[config.mk]
export PLATFORM = sky130hd
export DESIGN_NAME = ipv4_cidr_validator
export DESIGN_NICKNAME = d
export VERILOG_FILES = /design/src/rtl/icv_pkg.sv /design/src/rtl/icv_parse.sv /design/src/rtl/ipv4_cidr_validator.sv
export VERILOG_INCLUDE_DIRS = /design/src /design/src/rtl
export SDC_FILE = /design/constraint.sdc
export NUM_CORES = 1
export LEC_CHECK = 0
export BUFFER_PORTS_ARGS = -buffer_cell sky130_fd_sc_hd__buf_4
export CORE_MARGIN = 10
export CORE_UTILIZATION = 50
export DETAILED_ROUTE_END_ITERATION = 16
export GPL_ROUTABILITY_DRIVEN = 0
export MAX_ROUTING_LAYER = met4
export PLACE_DENSITY = 0.68
export SLEW_MARGIN = 20
export SYNTH_ARGS = -nofsm -noshare
export SYNTH_HDL_FRONTEND = slang
export SYNTH_SLANG_ARGS = --single-unit
[constraint.sdc]
create_clock -name clock -period 3.6 [get_ports clock]
set_input_delay 0.36 -clock clock [delete_from_list [all_inputs] [get_ports clock]]
set_output_delay 0.36 -clock clock [all_outputs]
set_load 0.02 [all_outputs]
[src/rtl/ipv4_cidr_validator_assert.svh]
// Assertion macros used by the address validator RTL.
`ifndef IPV4_CIDR_VALIDATOR_ASSERT_SVH
`define IPV4_CIDR_VALIDATOR_ASSERT_SVH

// When cond holds, prop must hold in the same cycle.
`define ICV_ASSERT_SAME(label, clk, rst, cond, prop, msg) \
   label: assert property (@(posedge clk) disable iff (rst) (cond) |-> (prop)) \
      else $error(msg);

// When cond holds, prop must hold in the following cycle.
`define ICV_ASSERT_NEXT(label, clk, rst, cond, prop, msg) \
   label: assert property (@(posedge clk) disable iff (rst) (cond) |=> (prop)) \
      else $error(msg);

`endif

[src/rtl/icv_pkg.sv]
// Shared types and constants for the IPv4 address and CIDR validator.
package icv_pkg;

   // Character codes the parser recognizes.
   localparam logic [7:0] CHAR_NUL   = 8'h00;
   localparam logic [7:0] CHAR_ZERO  = 8'h30;
   localparam logic [7:0] CHAR_NINE  = 8'h39;
   localparam logic [7:0] CHAR_DOT   = 8'h2E;
   localparam logic [7:0] CHAR_SLASH = 8'h2F;

   // Limits of the address and prefix grammar.
   localparam logic [11:0] OCTET_MAX        = 12'd255;
   localparam logic [1:0]  OCTET_DIGITS_MAX = 2'd3;
   localparam logic [2:0]  OCTETS_NEEDED    = 3'd4;
   localparam logic [2:0]  OCTET_COUNT_SAT  = 3'd5;
   localparam logic [5:0]  PREFIX_MAX       = 6'd32;
   localparam logic [8:0]  PREFIX_SAT      = 9'd33;

   // Parser state carried from one character to the next.
   typedef struct packed {
      logic       in_prefix;
      logic [7:0] octet_value;
      logic [1:0] octet_digits;
      logic [2:0] octet_count;
      logic       after_dot;
      logic [5:0] prefix_value;
      logic       prefix_digit_seen;
      logic       bad;
   } icv_state_type;

   // One result beat.
   typedef struct packed {
      logic       valid_res;
      logic [5:0] prefix_len;
   } icv_result_type;

endpackage

[src/rtl/icv_parse.sv]
// Next-state and result logic for one character of address text.
module icv_parse (
   input  logic [7:0]             text_byte,
   input  icv_pkg::icv_state_type state_cur,
   output icv_pkg::icv_state_type state_nxt,
   output logic                   is_term,
   output icv_pkg::icv_result_type result
);
   import icv_pkg::*;

   logic        is_digit;
   logic [3:0]  digit;
   logic [11:0] oct_acc;
   logic [8:0]  pfx_acc;
   logic [2:0]  count_inc;

   // Character class and digit value; the low nibble of '0'..'9' is the digit.
   assign is_term  = (text_byte == CHAR_NUL);
   assign is_digit = (text_byte >= CHAR_ZERO) && (text_byte <= CHAR_NINE);
   assign digit    = text_byte[3:0];

   // Decimal accumulation for the octet and the prefix.
   assign oct_acc = 12'(state_cur.octet_value) * 12'd10 + 12'(digit);
   assign pfx_acc = 9'(state_cur.prefix_value) * 9'd10 + 9'(digit);

   // Octet count after closing the current octet, held at saturation.
   assign count_inc = (state_cur.octet_count < OCTET_COUNT_SAT) ?
                      state_cur.octet_count + 3'd1 : state_cur.octet_count;

   // State update for one character; a terminator clears the state.
   always_comb begin
      state_nxt = state_cur;
      if (is_term) begin
         state_nxt = '0;
      end else if (!state_cur.bad) begin
         if (state_cur.in_prefix) begin
            if (is_digit) begin
               state_nxt.prefix_value      = (pfx_acc > PREFIX_SAT) ?
                                             PREFIX_SAT[5:0] : pfx_acc[5:0];
               state_nxt.prefix_digit_seen = 1'b1;
            end else begin
               state_nxt.bad = 1'b1;
            end
         end else if (is_digit) begin
            state_nxt.after_dot = 1'b0;
            if (state_cur.octet_digits >= OCTET_DIGITS_MAX) begin
               state_nxt.bad = 1'b1;
            end else begin
               state_nxt.octet_digits = state_cur.octet_digits + 2'd1;
               if (oct_acc > OCTET_MAX) begin
                  state_nxt.bad         = 1'b1;
                  state_nxt.octet_value = OCTET_MAX[7:0];
               end else begin
                  state_nxt.octet_value = oct_acc[7:0];
               end
            end
         end else if (text_byte == CHAR_DOT) begin
            if (state_cur.octet_digits == 2'd0) begin
               state_nxt.bad = 1'b1;
            end else begin
               state_nxt.octet_count  = count_inc;
               state_nxt.octet_value  = '0;
               state_nxt.octet_digits = '0;
               state_nxt.after_dot    = 1'b1;
            end
         end else if (text_byte == CHAR_SLASH) begin
            // A slash closes an open octet; a dot just before it is tolerated.
            if (state_cur.octet_digits != 2'd0) begin
               state_nxt.octet_count  = count_inc;
               state_nxt.octet_value  = '0;
               state_nxt.octet_digits = '0;
               if (count_inc != OCTETS_NEEDED) begin
                  state_nxt.bad = 1'b1;
               end
            end else if (state_cur.octet_count != OCTETS_NEEDED) begin
               state_nxt.bad = 1'b1;
            end
            state_nxt.after_dot = 1'b0;
            state_nxt.in_prefix = 1'b1;
         end else begin
            state_nxt.bad = 1'b1;
         end
      end
   end

   // Verdict on the terminator.
   always_comb begin
      result = '0;
      if (!state_cur.bad) begin
         if (state_cur.in_prefix) begin
            if (state_cur.prefix_digit_seen && (state_cur.prefix_value <= PREFIX_MAX)) begin
               result.valid_res  = 1'b1;
               result.prefix_len = state_cur.prefix_value;
            end
         end else if (!state_cur.after_dot && (state_cur.octet_digits != 2'd0) &&
                      (count_inc == OCTETS_NEEDED)) begin
            result.valid_res  = 1'b1;
            result.prefix_len = PREFIX_MAX;
         end
      end
   end

endmodule

[src/rtl/ipv4_cidr_validator.sv]
// A terminator beat passes through the input register and then the result register to the ports.
// Throughput: one character beat per cycle; the input register parts from the result
// register, so a stalled result holds only a terminator, other characters keep flowing.
// The parser state register updates once per character; the result is set on a zero byte.
// Reset (synchronous, active high) empties both registers and clears the parser state.
`include "ipv4_cidr_validator_assert.svh"

module ipv4_cidr_validator (
   input  logic       clock,
   input  logic       reset,
   input  logic       req_valid,
   output logic       req_stall,
   input  logic [7:0] req_text_byte,
   output logic       rsp_valid,
   input  logic       rsp_stall,
   output logic       rsp_valid_res,
   output logic [5:0] rsp_prefix_len
);
   import icv_pkg::*;

   logic           in_valid_ff, in_valid_in;
   logic [7:0]     in_byte_ff, in_byte_in;
   icv_state_type  state_ff, state_in, state_nxt;
   logic           rsp_valid_ff, rsp_valid_in;
   icv_result_type rsp_res_ff, rsp_res_in, result;
   logic           is_term;
   logic           advance;
   logic           req_accept;

   // Per-character parser logic.
   icv_parse u_parse (
      .text_byte (in_byte_ff),
      .state_cur (state_ff),
      .state_nxt (state_nxt),
      .is_term   (is_term),
      .result    (result)
   );

   // A held character moves on unless it is a terminator facing a stalled result.
   assign advance    = in_valid_ff && (!is_term || !rsp_valid_ff || !rsp_stall);
   assign req_stall  = in_valid_ff && !advance;
   assign req_accept = req_valid && !req_stall;

   // Next values of the input, state and result registers.
   always_comb begin
      in_valid_in  = req_accept || (in_valid_ff && !advance);
      in_byte_in   = req_accept ? req_text_byte : in_byte_ff;
      state_in     = advance ? state_nxt : state_ff;
      rsp_valid_in = (advance && is_term) || (rsp_valid_ff && rsp_stall);
      rsp_res_in   = (advance && is_term) ? result : rsp_res_ff;
   end

   // Registers; control state is reset, payload is not.
   always_ff @(posedge clock) begin
      if (reset) begin
         in_valid_ff  <= 1'b0;
         state_ff     <= '0;
         rsp_valid_ff <= 1'b0;
      end else begin
         in_valid_ff  <= in_valid_in;
         state_ff     <= state_in;
         rsp_valid_ff <= rsp_valid_in;
      end
      in_byte_ff <= in_byte_in;
      rsp_res_ff <= rsp_res_in;
   end

   assign rsp_valid      = rsp_valid_ff;
   assign rsp_valid_res  = rsp_res_ff.valid_res;
   assign rsp_prefix_len = rsp_res_ff.prefix_len;

   // Checks on the parser and result path.
   `ICV_ASSERT_SAME(a_invalid_zero_len, clock, reset,
      rsp_valid_ff && !rsp_res_ff.valid_res, rsp_res_ff.prefix_len == 6'd0,
      "invalid result carries a nonzero prefix length")
   `ICV_ASSERT_SAME(a_valid_len_range, clock, reset,
      rsp_valid_ff && rsp_res_ff.valid_res, rsp_res_ff.prefix_len <= PREFIX_MAX,
      "valid result carries a prefix length above 32")
   `ICV_ASSERT_NEXT(a_state_cleared, clock, reset,
      advance && is_term, state_ff == '0 && rsp_valid_ff,
      "terminator did not clear the parser state or post a result")

endmodule
After elaboration in Yosys (flattened, before gate mapping) --
Index checks and enable logic that the tools add are counted.
Word-level totals: output and inout port bits 9, register bits 40
Operators by class: reduce and logical (&&, ||, !) cells 33, $lt $le $gt $ge 7, $mul 2, mux-type cells 32, add/sub/neg operators 4, equality and inequality tests 11
Operator list (number):
- two-way mux 23 bit | 2
- two-way mux 7 bit | 5
- two-way mux 15 bit | 2
- two-way mux 14 bit | 2
- two-way mux 10 bit | 2
- equality test 8 x 6 -> 1 bit (second input constant) | 2
- two-way mux 1 bit | 14
- AND reduction 7 bit | 2
- two-way mux 13 bit | 1
- adder 12 x 4 -> 12 bit | 1
- greater-than comparator 12 x 8 -> 1 bit (second input constant) | 1
- != test 3 bit (second input constant) | 4
- multiplier 8 x 3 -> 11 bit (second input constant) | 1
- adder 9 x 4 -> 9 bit | 1
- greater-than comparator 9 x 6 -> 1 bit (second input constant) | 1
- logical AND 1 bit | 9
- greater-or-equal comparator 8 x 6 -> 1 bit (second input constant) | 1
- <= comparator 8 x 6 -> 1 bit (second input constant) | 1
- zero test 8 bit | 1
- multiplier 6 x 3 -> 8 bit (second input constant) | 1
- two-way mux 8 bit | 1
- nonzero test 4 bit | 2
- <= comparator 6 bit (second input constant) | 1
- zero test 1 bit | 6
- other kinds (17) | 25

Longest topological paths before layout --
word-level depth 11, depth in mapped cells 11, gate-level depth less buffers 10

Hierarchy --
A second synthesis with hierarchy kept.
Unflattened totals: cells, all modules 333, area total of the unflattened synthesis 3056.7 um^2
Modules (own cells, without submodules):
- ipv4_cidr_validator | cells an instance 126, instances 1, area each 1584.0 um^2, seq. area each 950.9 um^2
- icv_parse | cells an instance 207, instances 1, area each 1472.7 um^2, seq. area each 0.0 um^2

Worst setup path before layout --
OpenSTA, ideal clock, no wires.
path type flip-flop to flip-flop, start register state_ff[3] in the netlist's numbering, end register state_ff[7] in the netlist's numbering, path slack 878 ps, period minus slack after synthesis 2722 ps, arrival 2590 ps, data required time 3468 ps, library setup time 132 ps, cell stages (with the launch flop) 10, cells stage by stage dfxtp_1 -> ha_1 -> ha_1 -> inv_1 -> fa_1 -> nor4b_1 -> nand2_1 -> or4b_1 -> nand3_1 -> a311oi_1
Between the ends: word-level cells in the longest chain between the ends 8
RTL lines:
- from (decl) | RTL line ipv4_cidr_validator.sv:23 | icv_state_type state_ff, state_in, state_nxt;
- from (signal assigned) | RTL line ipv4_cidr_validator.sv:61 | state_ff <= state_in;
- multiplier 6 x 3 -> 8 bit * | RTL line icv_parse.sv:24 | assign pfx_acc = 9'(state_cur.prefix_value) * 9'd10 + 9'(digit);
- adder 9 x 4 -> 9 bit * | RTL line icv_parse.sv:24
- greater-than comparator 9 x 6 -> 1 bit | RTL line icv_parse.sv:38 | state_nxt.prefix_value = (pfx_acc > PREFIX_SAT) ?
- two-way mux 6 bit * | RTL line icv_parse.sv:38
- two-way mux 7 bit * | RTL line icv_parse.sv:37 | if (is_digit) begin
- two-way mux 7 bit * | RTL line icv_parse.sv:36 | if (state_cur.in_prefix) begin
- two-way mux 23 bit * | RTL line icv_parse.sv:35 | end else if (!state_cur.bad) begin
- two-way mux 23 bit * | RTL line icv_parse.sv:33 | if (is_term) begin
Every way passes the cells marked *; elsewhere a longest branch is shown, timed or not. The select of a mux whose other input is x is not followed. A chain may end at the register's enable or synchronous reset.

Worst setup path in the final report --
start register state_ff[3] in the netlist's numbering, end register state_ff[5] in the netlist's numbering
The elaborated chain is that of the path after synthesis.

==> results.cfg <==
[run_status]
status = complete, no violations

[clocking]
cts_hold_buf = 0
clkTransAtPathRegs_ns = 0.08
cts_inserted_buffers = 5
cts_root_buffer = clkbuf_8
clk_latency_ns = 0.30
cts_tree = built
clk_path_buf_depth = 2
postCtsSetupRepairBufs = 0
cts_resized = 0
clock-sinks = 40
h-tree-depth = 2

[min_path]
hold_class = primary input to register

[sta]
slew_viol_final = 0
max_freq_mhz = 333
tns_ns = 0
tightest_slew_ns = 0.751
fin_crit_sh_pct = 83.4
min_period_ns = 3.00
slew_headroom_pct = 49.8
setup_violations = 0
fin_ws_ns = 0.597
rsz0062_at_grt = no
timing_hold_violations_final = 0
fin_skew_ns = 0.00766

[synthesis]
synth_area_leaders = dfxtp_1 (18%), edfxtp_1 (16%), ha_1 (13%)
synth_area_sq_um = 2800
synth_common_cells = ha_1 (29), nor2_1 (28), dfxtp_1 (25)
synth-xor-area-share_pct = 4.06
ys_warn_count = 0
async_flop_share_pct = 0
synth_top_area_share_pct = 17.9
yosys.area.top_type = dfxtp_1
synth_fa_ha_area_share_pct = 15.8
synth_cell_types = 56
synth-edff-count = 15
synth_compound_area_share_pct = 20.4
synth_mux_area_share_pct = 0.357
ys_seq_area_share_pct = 33.9
synthSimpleGateAreaFrac_pct = 22.0
syn_nets = 335
synth_flop_cell = dfxtp_1
synth-seq-cells = 40
syn_area_per_cell_sq_um = 9.66
synthCells = 290
synth_top_family_by_area = simple AND/OR/NAND/NOR gates
post-synth-top-count-cell = ha_1

[place]
pre_cts_ws_ns = 0.613
hpwl_mm = 4.59
io_buffers = 20
place_area_sq_um = 3010

[critical_path]
end_kind = register
worst_ep_required_time_ns = 3.84
arrival_ns = 3.25
critPathKind = register to register
crit_fanout = 6
critPathLaunchType = register

[floorplan]
row_count = 27
start_util_pct = 51.2
dieArea_sq_um = 9000
die_y_um = 94.9
die_w_um = 94.9
io_pins = 21
core_sq_um = 5470

[finish]
diodes = 0
final_nets = 357
fillerInstances = 490
design_area_sq_um = 3120
area_delta_synth_final_pct = 11.4
finish.utilization_pct = 57.1
layout-drive-gt1-share_pct = 16.3

[detailed_routing]
drc = 0
wl_per_cell_um = 15.3
viasPerCell = 5.70
antenna_left = 0
drt_iter0_drc = 63
dr_total_vias = 2194
first_pass_iters = 4
wl_mm = 5.89

[global_routing]
overflow = 0
first_global_vias = 2159
grt_max_degree = 19
gr-usage-all-layers_pct = 14.1
antenna_found_initial = 0
grt_pass1_wl_mm = 10.1

[power_and_ir_drop]
finalPower_w = 0.000916
p_leak_nw = 1.30
power_density_nw_per_um2 = 293
peakVddDrop_mv = 0.344

[job]
drv_cap = 0
-- per-stage QoR --
step	hold slack, ns	instances
global placement	0.464	377
CTS	0.228	385
detailed placement	0.475	377
global route	0.232	385
finish	0.240	385
floorplan	0.448	290
-- layer usage --
layer	global-route usage [%]	vias up	wire length (um)
met2	21.7	34	2620
met4	4.24	0	72
met1	18.0	1024	2970
met5	-	-	0
li1	-	1129	-
met3	3.01	7	219
-- state kept, by name, indices dropped and copies added (netlist names) --
signal,flops
rsp_valid_res,1
rsp_valid,1
state_ff,23
in_byte_ff,8
rsp_prefix_len,6
in_valid_ff,1
-- final timing paths --
check | from | end | slack (ns) | depth (start not counted)
setup / recovery | state_ff[3] | state_ff[5] | 0.60 | 9
hold / removal | req_text_byte[7] | in_byte_ff[7] | 0.24 | 1
setup reg to reg | state_ff[3] | state_ff[5] | 0.60 | 9
hold reg to reg | state_ff[13] | state_ff[13] | 0.48 | 2
-- cell type report --
cell class                      instances  area [sq um]  share of cell area [%]
Sequential cell                        40           951                    30.4
Tap cell                               72          90.1                    2.88
Clock inverter                          3          42.5                    1.36
Multi-Input combinational cell        228          1750                    56.1
Inverter                               16          60.1                    1.92
Clock buffer                            5          68.8                    2.20
Timing Repair Buffer                   21           158                    5.05
-- critical path, cell delays in order, from the launching register on --
cell and delay, ns:
dfxtp_1 0.44, ha_1 0.27, ha_1 0.21, inv_1 0.07, fa_1 0.45, nor4b_1 0.48, nand2_1 0.09, or4b_1 0.52
nand3_1 0.21, a32o_1 0.20
-- cell families (layout without fill, tap and decap cells) --
| kind of cell | after synthesis | count (layout) |
|---|---|---|
| fa+ha+maj | 33 | 33 |
| mux | 1 | 1 |
| buf+inv | 22 | 45 |
| flops | 40 | 40 |
| compound gates | 73 | 73 |
| simple gates | 108 | 108 |
| xor+xnor | 13 | 13 |
-- layout by cell type, fill, tap and decap left out, drive strengths merged, types with 4 or more instances in the layout --
master   count
a211oi      10
a21o         5
a21oi       20
a32o         4
and2         7
and3         4
buf         21
clkbuf       5
dfxtp       25
edfxtp      15
fa           4
ha          29
inv         16
nand2       20
nand3        9
nand4        4
nor2        29
nor2b        5
o21ai       10
o2bb2ai      8
or4          7
xnor2        6
xor2         7
-- power by group --
part	internal (W)	leakage, nW	switching, W
combinational	0.0000249	0.882	0.0000313
clock	0.000205	0.0541	0.000159
sequential	0.000477	0.361	0.0000190
total	0.000707	1.30	0.000209
Power figures use the tool's default switching activity.
